--- config.mk ---
export PLATFORM = sky130hd
export DESIGN_NAME = ipbt_ctrl
export DESIGN_NICKNAME = d
export VERILOG_FILES = /design/src/rtl/ipbt_pkg.sv /design/src/rtl/ipbt_ctrl.sv
export SDC_FILE = /design/constraint.sdc
export NUM_CORES = 1
export LEC_CHECK = 0
export ABC_AREA = 1
export BUFFER_PORTS_ARGS = -buffer_cell sky130_fd_sc_hd__buf_2
export CORE_ASPECT_RATIO = 2
export CORE_MARGIN = 1.5
export CORE_UTILIZATION = 51
export DETAILED_ROUTE_END_ITERATION = 6
export PLACE_DENSITY = 0.86
export REMOVE_ABC_BUFFERS = 1
export SLEW_MARGIN = 20
export SYNTH_ARGS = -nofsm -noshare
export SYNTH_HDL_FRONTEND = slang
export SYNTH_SLANG_ARGS = --single-unit
--- constraint.sdc ---
create_clock -name clock -period 4.6 [get_ports clock]
set_clock_uncertainty 0.2 [all_clocks]
set_input_delay 0.69 -clock clock [delete_from_list [all_inputs] [get_ports clock]]
set_output_delay 0.69 -clock clock [all_outputs]
set_load 0.01 [all_outputs]
--- src/rtl/ipbt_pkg.sv ---
// Shared types, codes and the match function of the IPv4 range ban table.
// Used by every module under rtl; depends on nothing else.
package ipbt_pkg;

   // Operation codes carried in the mode field of a request word.
   localparam logic MODE_INSERT = 1'b0;
   localparam logic MODE_LOOKUP = 1'b1;

   // The first dotted octet is always compared, whatever the care mask says.
   localparam int unsigned OCTET_SHIFT = 24;
   localparam logic [31:0] OCTET_BITS  = 32'h0000_00FF << OCTET_SHIFT;

   typedef struct packed {
      logic        mode;
      logic [31:0] addr_first;
      logic [31:0] addr_last;
   } req_word_type;

   typedef struct packed {
      logic banned;
      logic table_full;
   } rsp_word_type;

   // One stored table entry: base address and care mask.
   typedef struct packed {
      logic [31:0] base;
      logic [31:0] care_mask;
   } entry_type;

   // Forms the entry stored for an insert of the range first to last.
   function automatic entry_type make_entry(input logic [31:0] first,
                                            input logic [31:0] last);
      entry_type e;
      e.base      = first;
      e.care_mask = ~(first ^ last);
      return e;
   endfunction

   // True when addr falls in the range that entry e describes.
   function automatic logic entry_match(input entry_type e, input logic [31:0] addr);
      logic [31:0] care;
      care = e.care_mask | OCTET_BITS;
      return ((e.base ^ addr) & care) == 32'h0000_0000;
   endfunction

endpackage

--- src/rtl/ipbt_ctrl.sv ---
// Sequencer of the IPv4 range ban table: takes words, keeps the fill count,
// scans the entry store on lookups and holds the response register.
// Depends on ipbt_pkg.
module ipbt_ctrl #(
   parameter int unsigned ENTRIES = 256,
   parameter int unsigned IDX_W   = 8,
   parameter int unsigned CNT_W   = 9
) (
   input  logic                   clock,
   input  logic                   reset,
   input  logic                   req_valid,
   output logic                   req_stall,
   input  ipbt_pkg::req_word_type req_word,
   output logic                   rsp_valid,
   input  logic                   rsp_stall,
   output ipbt_pkg::rsp_word_type rsp_word,
   output logic                   mem_wr_en,
   output logic [IDX_W-1:0]       mem_wr_addr,
   output logic                   mem_rd_en,
   output logic [IDX_W-1:0]       mem_rd_addr,
   input  ipbt_pkg::entry_type    mem_rd_data
);

   typedef enum logic [2:0] {
      ST_IDLE   = 3'b001,
      ST_SCAN   = 3'b010,
      ST_FINISH = 3'b100
   } state_type;

   state_type              state_ff, state_in;
   logic [CNT_W-1:0]       count_ff, count_in;
   logic [CNT_W-1:0]       scan_ff, scan_in;
   logic                   pend_ff, pend_in;
   logic [31:0]            addr_ff, addr_in;
   ipbt_pkg::rsp_word_type res_ff, res_in;
   logic                   rsp_valid_ff, rsp_valid_in;
   ipbt_pkg::rsp_word_type rsp_word_ff, rsp_word_in;
   logic                   table_is_full;
   logic                   hit_now;

   assign table_is_full = (count_ff == CNT_W'(ENTRIES));
   // A read issued last cycle returns its entry now; compare it.
   assign hit_now       = pend_ff && ipbt_pkg::entry_match(mem_rd_data, addr_ff);

   assign mem_wr_addr = count_ff[IDX_W-1:0];
   assign mem_rd_addr = scan_ff[IDX_W-1:0];

   // Next state, table accesses and response handling.
   always_comb begin
      state_in     = state_ff;
      count_in     = count_ff;
      scan_in      = scan_ff;
      pend_in      = 1'b0;
      addr_in      = addr_ff;
      res_in       = res_ff;
      rsp_valid_in = rsp_valid_ff;
      rsp_word_in  = rsp_word_ff;
      mem_wr_en    = 1'b0;
      mem_rd_en    = 1'b0;

      // The waiting word leaves when the receiver takes it.
      if (rsp_valid_ff && !rsp_stall) begin
         rsp_valid_in = 1'b0;
      end

      unique case (state_ff)
         ST_IDLE: begin
            if (req_valid) begin
               if (req_word.mode == ipbt_pkg::MODE_INSERT) begin
                  res_in.banned = 1'b0;
                  if (table_is_full) begin
                     res_in.table_full = 1'b1;
                  end else begin
                     res_in.table_full = 1'b0;
                     mem_wr_en         = 1'b1;
                     count_in          = count_ff + CNT_W'(1);
                  end
                  state_in = ST_FINISH;
               end else begin
                  addr_in  = req_word.addr_first;
                  scan_in  = '0;
                  state_in = ST_SCAN;
               end
            end
         end
         ST_SCAN: begin
            // Stop on the first hit or once every written entry was compared.
            if (hit_now || (scan_ff == count_ff)) begin
               res_in.banned     = hit_now;
               res_in.table_full = 1'b0;
               state_in          = ST_FINISH;
            end else begin
               mem_rd_en = 1'b1;
               scan_in   = scan_ff + CNT_W'(1);
               pend_in   = 1'b1;
            end
         end
         ST_FINISH: begin
            if (!rsp_valid_ff || !rsp_stall) begin
               rsp_valid_in = 1'b1;
               rsp_word_in  = res_ff;
               state_in     = ST_IDLE;
            end
         end
         default: begin
            state_in = ST_IDLE;
         end
      endcase
   end

   // Control registers.
   always_ff @(posedge clock) begin
      if (reset) begin
         state_ff     <= ST_IDLE;
         count_ff     <= '0;
         pend_ff      <= 1'b0;
         rsp_valid_ff <= 1'b0;
      end else begin
         state_ff     <= state_in;
         count_ff     <= count_in;
         pend_ff      <= pend_in;
         rsp_valid_ff <= rsp_valid_in;
      end
   end

   // Payload registers.
   always_ff @(posedge clock) begin
      scan_ff     <= scan_in;
      addr_ff     <= addr_in;
      res_ff      <= res_in;
      rsp_word_ff <= rsp_word_in;
   end

   assign req_stall = (state_ff != ST_IDLE);
   assign rsp_valid = rsp_valid_ff;
   assign rsp_word  = rsp_word_ff;

endmodule

==> results of run 1 <==
-- final cells by class --
cell class	instances	share of cell area, %
Timing Repair Buffer	115	13.8
Clock inverter	2	0.240
Inverter	90	8.14
Clock buffer	14	6.32
Multi-Input combinational cell	261	29.9
Sequential cell	59	39.0
Tap cell	86	2.57
-- cells in the final DEF (no fill, tap or decap), types with 5 or more instances in the layout --
master | netlist | routed
a21oi_1 | 16 | 16
buf_2 | 0 | 114
clkbuf_16 | 0 | 9
dfxtp_1 | 14 | 14
edfxtp_1 | 45 | 45
inv_1 | 85 | 85
nand2_1 | 112 | 112
nand3_1 | 26 | 26
nand4_1 | 14 | 14
nor2_1 | 42 | 41
nor3_1 | 15 | 15
o21ai_0 | 9 | 9
xor2_1 | 5 | 5
-- synthesized netlist by cell type, types with 2 or more instances --
cell type / count
inv_2: 4
a31oi_1: 2
edfxtp_1: 45
nand3_1: 26
buf_4: 16
inv_1: 85
nor3_1: 15
o21ai_0: 9
nand4_1: 14
nor2_1: 42
nand2_1: 112
xnor2_1: 2
a21oi_1: 16
xor2_1: 5
ha_1: 3
or2_2: 2
nor3b_1: 2
dfxtp_1: 14
-- worst min-delay path by stage --
stage                                        from               endpoint  slack [ns]  cells past startpoint
final                     res_ff[1]$_SDFFCE_PN0P_  rsp_word[1]$_DFFE_PP_        0.22                      0
after global routing      res_ff[1]$_SDFFCE_PN0P_  rsp_word[1]$_DFFE_PP_        0.23                      0
after CTS                 res_ff[1]$_SDFFCE_PN0P_  rsp_word[1]$_DFFE_PP_        0.21                      0
after detailed placement  res_ff[1]$_SDFFCE_PN0P_  rsp_word[1]$_DFFE_PP_        0.21                      0
after global placement    res_ff[1]$_SDFFCE_PN0P_  rsp_word[1]$_DFFE_PP_        0.21                      0
after floorplan           res_ff[0]$_SDFFCE_PP0P_  rsp_word[0]$_DFFE_PP_        0.20                      0
-- flip-flops by register name, indices dropped and copies added, names as in the netlist --
register	count
addr_ff	32
count_ff	9
scan_ff	9
state_ff	3
res_ff	2
rsp_word	2
pend_ff	1
rsp_valid	1
-- power by group --
part / total, W / switching (W) / internal [W]
Sequential: 0.000632 / 0.0000212 / 0.000611
Combinational: 0.000187 / 0.000111 / 0.0000752
Clock: 0.000609 / 0.000218 / 0.000392
Total: 0.00143 / 0.000350 / 0.00108
-- logic make-up (layout without fill, tap and decap cells) --
family / after synthesis / count (layout) / share of synthesized area, %
buffers and inverters: 107 / 221 / 13.9
DFF: 59 / 59 / 48.9
xor gates and xnor gates: 7 / 7 / 1.84
adders and majority gates: 3 / 3 / 1.13
AOI/OAI and AO/OA: 31 / 31 / 4.99
and+or+nand+nor: 220 / 220 / 29.2
-- layer usage --
layer | global-route usage, % | part of all wire [%] | up-vias
li1 | - | - | 1568
met1 | 21.9 | 33 | 1408
met2 | 42.0 | 52 | 155
met3 | 7.06 | 8.5 | 44
met4 | 19.3 | 5.8 | 0
met5 | 0 | 0 | -
-- through the flow --
| step | total power, W | std cells | cell area (sq um) | util [%] | hold WS, ns |
|---|---|---|---|---|---|
| after floorplan | 0.000741 | 410 | 3210 | - | 0.200 |
| after global placement | 0.000816 | 611 | 3910 | 61.9 | 0.206 |
| after detailed placement | 0.000827 | 611 | 3910 | 61.9 | 0.207 |
| after CTS | 0.00144 | 627 | 4180 | 66.2 | 0.214 |
| after global routing | 0.00148 | 627 | 4180 | 66.2 | 0.230 |
| final | 0.00143 | 627 | 4180 | 66.2 | 0.216 |
==> impl_metrics.csv, run 1 <==
group,metric,value,unit
timing,maxSlewViolCount,0,
critical_path,cp_top_family,"simple AND/OR/NAND/NOR gates",
clock_tree,cts_setup_buffers,0,
yosys,synthDistinctLibCells,31,
placement,pre_cts_ws,1.74,ns
drt,viasPerCell,5.06,
die,dieArea,7060,sq um
critical_path,max_stage_delay,0.59,ns
power,total_leakage_power,2.08,nW
placement,dp_hpwl,6.58,mm
placement,place_congestion,0.908,
drt,vias,3175,
drt,dr.pass1.iters,4,
clock_tree,cts_inserted_buffers,9,
grt,grt_first_pass_wirelength,13.0,mm
clock_tree,hold_buffers,0,
grt,grt_max_degree,33,
grt,overflow,0,
yosys,ys.flop_type,"edfxtp_1",
critical_path,arrival,2.08,ns
timing,max_slew_margin,48.5,%
die,die_w,60.2,um
timing,setup_ws,1.63,ns
layout,num_antenna_cells,0,
critical_path,path_cells,"inv_1 > nor3_1 > inv_2 > nor2_1 > nand2_1 > inv_1 > buf_2",
status,status,"finished clean",
critical_path,cp_data_required_time,3.71,ns
critical_path,timing.rr.end,"scan_ff[0]$_SDFFCE_PN0P_",
drt,wl,8.29,mm
timing,setup_viol,0,
clock_tree,cts_tree,"done",
grt,first_global_vias,3213,
drt,ant_nets,0,
clock_tree,clkTransAtPathRegs,0.05,ns
timing,fin_crit_sh,64.5,%
die,die_y,117,um
layout,synthToLayoutAreaGrowth,25.3,%
yosys,synthCells,427,
die,start_util,52.9,%
drt,drtIter0Drc,145,
clock_tree,cts_resized,0,
critical_path,critPathBufInv,4,
timing,hold_violations,0,
clock_tree,cts.sink_count,59,
yosys,syn_avg_cell_area,7.81,sq um
critical_path,r2r_cells,6,
die,core_region_area,6310,sq um
critical_path,reg2reg_setup_slack,2.17,ns
clock_tree,cts.path.max_buffers,2,
die,io_pins,155,
timing,fin_crit,2.97,ns
yosys,synth_top_area_share,40.5,%
clock_tree,cts_root_buffer,"clkbuf_16",
critical_path,crit_type,"flop to output port",
power,max-vdd-ir-drop,228,uV
critical_path,cp_slowest_cell,"nor3_1",
layout,drive_gt1_share,26.2,%
timing,max_clock_freq,337,MHz
critical_path,end_kind,"output port",
critical_path,reg2reg_from,"state_ff[1]$_SDFFE_PP0P_",
critical_path,critical_path_depth,7,
critical_path,path_max_fanout,8,
layout,seqCellArea,1630,sq um
yosys,synth-seq-area-share,48.9,%
critical_path,startpoint_type,"flop",
clock_tree,clock_latency,0.32,ns
die,fp-row-count,41,
drt,wl_per_cell,13.2,um
timing,rsz0062_at_grt,"no",
yosys,ys_warn_count,0,
grt,grt.total_usage,24.4,%
yosys,ys_ff_latch,59,
min_path,min_path_type,"flop to flop",
job,maxCapViolCount,0,
power,power-per-cell-area,342,nW/um^2
clock_tree,ctsHtreeMaxLevel,3,
drt,drc_errors,0,
yosys,synth_edf_count,45,
layout,layout.nets,672,
yosys,syn_area,3340,sq um
critical_path,crit_top_cell,"inv_1",
yosys,yosysTopAreaCell,"edfxtp_1",
layout,nFillCells,577,
yosys,synthArstFlopShare,0,%
layout,multi_input_area,1250,sq um
placement,port_buffers,114,
timing,setup_tns,0,ns
critical_path,worstSetupStartpoint,"state_ff[1]$_SDFFE_PP0P_",
critical_path,setup.worst_path.end,"mem_rd_en",
timing,tightest_slew,0.767,ns
yosys,ys_top_cells_by_area,"edfxtp_1 (41%), nand2_1 (13%), inv_1 (9.6%)",
grt,antenna_found_initial,0,
Note: power is estimated with default switching activity, not from simulation.
==> run 2: changes to the inputs <==
Settings changed: CORE_UTILIZATION 51 to 43, PLACE_DENSITY 0.86 to 0.78.
Clock period 4.6 ns to 2.61 ns, I/O delays scaled along.
==> run 2 against run 1 <==
  * Register-to-register slack got worse by 1.6 ns
  * Clock power up 64%
  * Worst hold slack got worse by 0.17 ns
  * Largest cell class unchanged
  * Highest routed layer unchanged
==> impl_metrics.csv, run 2 (synthesis gave the netlist of run 1 again) <==
group,metric,value,unit
status,status,"finished clean",
clock_tree,cts_inserted_buffers,9,
layout,final_area,4190,sq um
critical_path,crit_type,"flop to output port",
timing,setup_tns,0,ns
layout,seqCellArea,1630,sq um
drt,wl,8.04,mm
layout,multi_input_area,1250,sq um
power,total_leakage_power,2.08,nW
drt,dr.pass1.iters,5,
drt,wl_per_cell,12.6,um
grt,first_global_vias,2947,
critical_path,critPathBufInv,2,
die,io_pins,155,
clock_tree,cts_tree,"done",
critical_path,cp_data_required_time,2.02,ns
placement,pre_cts_ws,0.346,ns
power,seq_power_share,45.5,%
die,dieArea,8330,sq um
critical_path,crit_top_cell,"nand2_1",
placement,dp_hpwl,6.50,mm
grt,grt_busiest_layer,"met2",
placement,dp.cells,621,
critical_path,path_cells,"or2_2 > nand3_1 > nand2_1 > nor2_1 > nand2_1 > nor2_1 > nand2_1 > nand2_2 > inv_1 > buf_2",
min_path,holdPathStages,1,
critical_path,end_kind,"output port",
timing,max_slew_margin,71.1,%
critical_path,arrival,1.77,ns
power,p_sw,0.000606,W
drt,drc_errors,0,
timing,setup_viol,0,
timing,rsz0062_at_grt,"no",
die,die_w,65.3,um
die,start_util,44.2,%
power,p_sw_share,24.8,%
drt,ant_nets,0,
critical_path,max_stage_delay,0.37,ns
layout,top_register,"addr_ff",
critical_path,cp_top_family,"simple AND/OR/NAND/NOR gates",
drt,viasPerCell,4.79,
layout,reg_top3,"addr_ff: 32 flops, count_ff: 9 flops, scan_ff: 9 flops",
drt,drtIter0Drc,160,
grt,grt_first_pass_wirelength,12.5,mm
timing,setup_ws,0.249,ns
placement,place_congestion,0.872,
clock_tree,cts.sink_count,59,
layout,instances_no_fill,638,
grt,grt_max_degree,33,
critical_path,cp_slowest_cell,"edfxtp_1",
timing,fin_crit_sh,90.5,%
grt,grt_use_met3,6.43,%
layout,layout.nets,675,
timing,tightest_slew,0.434,ns
critical_path,critical_path_depth,10,
layout,synthToLayoutAreaGrowth,25.7,%
layout,utilization,55.6,%
layout,nFillCells,725,
critical_path,startpoint_type,"flop",
die,core_region_area,7540,sq um
drt,vias,3057,
timing,fin_crit,2.36,ns
job,maxCapViolCount,0,
layout,largest_register_ffs,32,
layout,layout_common_cells,"buf_2 (114), nand2_1 (111), inv_1 (85), edfxtp_1 (45), nor2_1 (41)",
layout,layout_commonest_cell,"buf_2",
placement,port_buffers,114,
power,combPwrFrac,13.4,%
layout,drive_gt1_share,26.3,%
power,power.internal,0.00184,W
grt,met2_usage,39.1,%
grt,overflow,0,
power,pwr-share-clk,41.1,%
power,power-per-cell-area,583,nW/um^2
timing,max_clock_freq,424,MHz
timing,maxSlewViolCount,0,
die,die_y,128,um
clock_tree,hold_buffers,0,
clock_tree,ctsHtreeMaxLevel,3,
grt,grt.total_usage,19.9,%
layout,num_antenna_cells,0,
power,max-vdd-ir-drop,385,uV
critical_path,path_max_fanout,6,
clock_tree,clock_latency,0.32,ns
grt,gr-usage-met1,17.0,%
timing,hold_violations,0,
clock_tree,cts.path.max_buffers,2,
grt,antenna_found_initial,0,
min_path,min_path_type,"primary input to flop",
die,fp-row-count,45,
clock_tree,clkTransAtPathRegs,0.05,ns
placement,postPlaceCellArea,3930,sq um
critical_path,r2r_cells,9,
clock_tree,cts_root_buffer,"clkbuf_16",
## run 2: cell types whose count changed in the layout (fill, tap and decap cells not counted), sizes merged
cell,before,now
clkinv,2,5
buf,115,118
clkbuf,14,11
## run 2: metrics by stage
stage	hold slack (ns)	total power (W)
2_1_floorplan	0.200	0.00131
3_3_place_gp	0.204	0.00144
3_5_place_dp	0.211	0.00146
4_1_cts	0.0349	0.00247
5_1_grt	0.0303	0.00255
6_report	0.0439	0.00244
## run 2: power by group through the flow
stage | registers [W] | logic, W | clock network, W
floorplan | 0.00113 | 0.000178 | 0
global placement | 0.00113 | 0.000315 | 0
detailed placement | 0.00113 | 0.000327 | 0
CTS | 0.00111 | 0.000328 | 0.00103
global route | 0.00112 | 0.000370 | 0.00107
finish | 0.00111 | 0.000326 | 0.00100
## run 2: layout make-up
type / count / share of cell area, %
clock inverters: 5 / 0.477
multi-input cells: 261 / 29.8
inverters: 90 / 8.12
well taps: 94 / 2.81
repair buffers: 118 / 14.3
clock buffers: 11 / 5.55
flip-flops and latches: 59 / 38.9
## run 2: what timing repair did
item | in CTS | in global routing
resized for setup | 0 | 1
endpoints found under the setup margin | 0 | 2
setup buffers | 0 | 1
## run 2: layer usage
layer  vias to the layer above  part of all wire, %
li1                       1572                    -
met5                         -                    0
met3                        18                  7.6
met1                      1368                   34
met2                        99                   56
met4                         0                  2.6
## run 2: final timing paths
path                                                from                       end  slack [ns]
worst max-delay path               addr_ff[19]$_DFFE_PP_                 mem_rd_en        0.25
worst min-delay path                        req_word[35]      addr_ff[3]$_DFFE_PP_        0.04
worst max register to register  count_ff[0]$_SDFFE_PP0P_  count_ff[6]$_SDFFE_PP0P_        0.53
worst min register to register   res_ff[1]$_SDFFCE_PN0P_     rsp_word[1]$_DFFE_PP_        0.23
==> run 3: changes to the inputs <==
Settings changed: CORE_UTILIZATION 43 to 47, PLACE_DENSITY 0.78 to 0.8, SETUP_SLACK_MARGIN set to 0.15.
Clock period 2.61 ns to 2.7 ns, I/O delays scaled along.
==> run 3 against run 2 <==
  * Sequential share of layout area fell by 0.070 points
  * First-iteration DRC count rose by 33%
  * Largest cell class unchanged
  * Critical path depth did not move
  * Sequential power barely moved
  * Highest routed layer unchanged
  * Critical path type unchanged
  * Register-to-register slack improved by 0.10 ns
==> impl_metrics.csv, run 3 (synthesis gave the netlist of run 1 again) <==
group,metric,value,unit
status,status,"finished clean",
critical_path,crit_top_cell,"nand2_1",
critical_path,cp_slowest_cell,"edfxtp_1",
grt,overflow,0,
clock_tree,clkTransAtPathRegs,0.05,ns
die,core_region_area,6890,sq um
layout,top_register,"addr_ff",
timing,setup_viol,0,
critical_path,path_cells,"or2_2 > nand3_1 > nand2_1 > nor2_1 > nand2_1 > nor2_1 > nand2_1 > nand2_2 > inv_1 > buf_2",
critical_path,cp_data_required_time,2.10,ns
layout,utilization,61.0,%
grt,grt.total_usage,22.9,%
placement,place_congestion,0.850,
die,fp-row-count,43,
timing,hold_ws,0.0517,ns
critical_path,startpoint_type,"flop",
critical_path,path_max_fanout,6,
clock_tree,hold_buffers,0,
timing,hold_violations,0,
grt,antenna_found_initial,0,
layout,drive_gt1_share,26.8,%
timing,rsz0062_at_grt,"yes",
drt,wl_per_cell,13.1,um
drt,ant_nets,0,
die,io_pins,155,
drt,dr.pass1.iters,5,
drt,drtIter0Drc,212,
grt,grt_max_degree,33,
die,die_y,122,um
die,dieArea,7640,sq um
power,power-per-cell-area,572,nW/um^2
critical_path,setup.worst_path.end,"mem_rd_en",
critical_path,timing.rr.end,"count_ff[1]$_SDFFE_PP0P_",
power,max-vdd-ir-drop,440,uV
critical_path,critical_path_depth,10,
die,start_util,48.4,%
timing,maxSlewViolCount,0,
critical_path,reg2reg_from,"count_ff[1]$_SDFFE_PP0P_",
placement,port_buffers,114,
clock_tree,cts.sink_count,59,
timing,max_slew_margin,71.9,%
critical_path,crit_type,"flop to output port",
timing,fin_crit,2.37,ns
layout,num_antenna_cells,0,
timing,fin_crit_sh,87.7,%
layout,synthToLayoutAreaGrowth,25.9,%
grt,grt_first_pass_wirelength,13.2,mm
drt,viasPerCell,4.92,
grt,first_global_vias,3190,
layout,largest_register_ffs,32,
critical_path,max_stage_delay,0.38,ns
critical_path,end_kind,"output port",
die,die_w,62.6,um
drt,drc_errors,0,
clock_tree,cts_inserted_buffers,9,
power,total_leakage_power,2.09,nW
clock_tree,ctsHtreeMaxLevel,3,
layout,layout_commonest_cell,"buf_2",
clock_tree,cts.path.max_buffers,2,
layout,reg_top3,"addr_ff: 32 flops, count_ff: 9 flops, scan_ff: 9 flops",
min_path,min_path_type,"primary input to flop",
timing,max_clock_freq,423,MHz
placement,dp_hpwl,6.62,mm
clock_tree,cts_tree,"done",
critical_path,reg2reg_setup_slack,0.63,ns
job,maxCapViolCount,0,
critical_path,arrival,1.76,ns
layout,layout.nets,675,
critical_path,worstSetupStartpoint,"addr_ff[13]$_DFFE_PP_",
clock_tree,clock_latency,0.32,ns
drt,wl,8.33,mm
critical_path,cp_top_family,"simple AND/OR/NAND/NOR gates",
timing,tightest_slew,0.422,ns
layout,layout_common_cells,"buf_2 (114), nand2_1 (111), inv_1 (85), edfxtp_1 (45), nor2_1 (41)",
critical_path,r2r_cells,9,
critical_path,critPathBufInv,2,
clock_tree,cts_root_buffer,"clkbuf_16",
drt,vias,3120,
## run 3: final cells by class
class	instances	area [sq um]
Fill cell	655	2690
Sequential cell	59	1630
Multi-Input combinational cell	261	1250
Timing Repair Buffer	118	601
Inverter	90	340
Clock buffer	13	250
Tap cell	90	113
Clock inverter	3	15.0
## run 3: per-stage QoR
stage	cell area [sq um]	cells	setup TNS, ns	total power, W	setup WS [ns]
5_1_grt	4200	634	0	0.00251	0.0962
4_1_cts	4190	633	0	0.00242	0.174
2_1_floorplan	3210	410	-4.27	0.00126	-0.400
6_report	4200	634	0	0.00240	0.333
3_5_place_dp	3930	617	0	0.00141	0.460
3_3_place_gp	3930	617	0	0.00139	0.483
## run 3: worst reg2reg max path: stages, from the launching register on
cell and delay (ns):
dfxtp_1 0.34, inv_1 0.15, ha_1 0.18, nand4_1 0.14, nor3_1 0.33, nor3_4 0.08
buf_4 0.18, inv_4 0.12, nor2_1 0.05, a211oi_1 0.19
## run 3: power by group
| part | switching, W | internal (W) | leakage (nW) | total [W] |
|---|---|---|---|---|
| registers | 0.0000360 | 0.00104 | 0.532 | 0.00108 |
| logic | 0.000189 | 0.000131 | 1.43 | 0.000319 |
| clock network | 0.000365 | 0.000639 | 0.133 | 0.00100 |
| total | 0.000590 | 0.00181 | 2.09 | 0.00240 |
## run 3: worst min path at each step
stage | startpoint | endpoint | slack, ns | cells past startpoint
2_1_floorplan | res_ff[0]$_SDFFCE_PP0P_ | rsp_word[0]$_DFFE_PP_ | 0.20 | 0
3_3_place_gp | res_ff[1]$_SDFFCE_PN0P_ | rsp_word[1]$_DFFE_PP_ | 0.20 | 0
3_5_place_dp | res_ff[1]$_SDFFCE_PN0P_ | rsp_word[1]$_DFFE_PP_ | 0.21 | 0
4_1_cts | req_word[57] | addr_ff[25]$_DFFE_PP_ | 0.04 | 1
5_1_grt | req_word[62] | addr_ff[30]$_DFFE_PP_ | 0.03 | 1
6_report | req_word[57] | addr_ff[25]$_DFFE_PP_ | 0.05 | 1
## run 3: timing repair
| action | in CTS | in global routing |
|---|---|---|
| resized for setup | 0 | 1 |
| endpoints found under the setup margin | 0 | 2 |
| setup buffers | 0 | 1 |
## run 3: metal layers
layer | vias up | global-route usage [%] | wire, um
met3 | 25 | 7.85 | 600
met1 | 1401 | 18.5 | 2800
li1 | 1572 | - | -
met2 | 122 | 43.8 | 4650
met4 | 0 | 16.9 | 287
met5 | - | 0 | 0
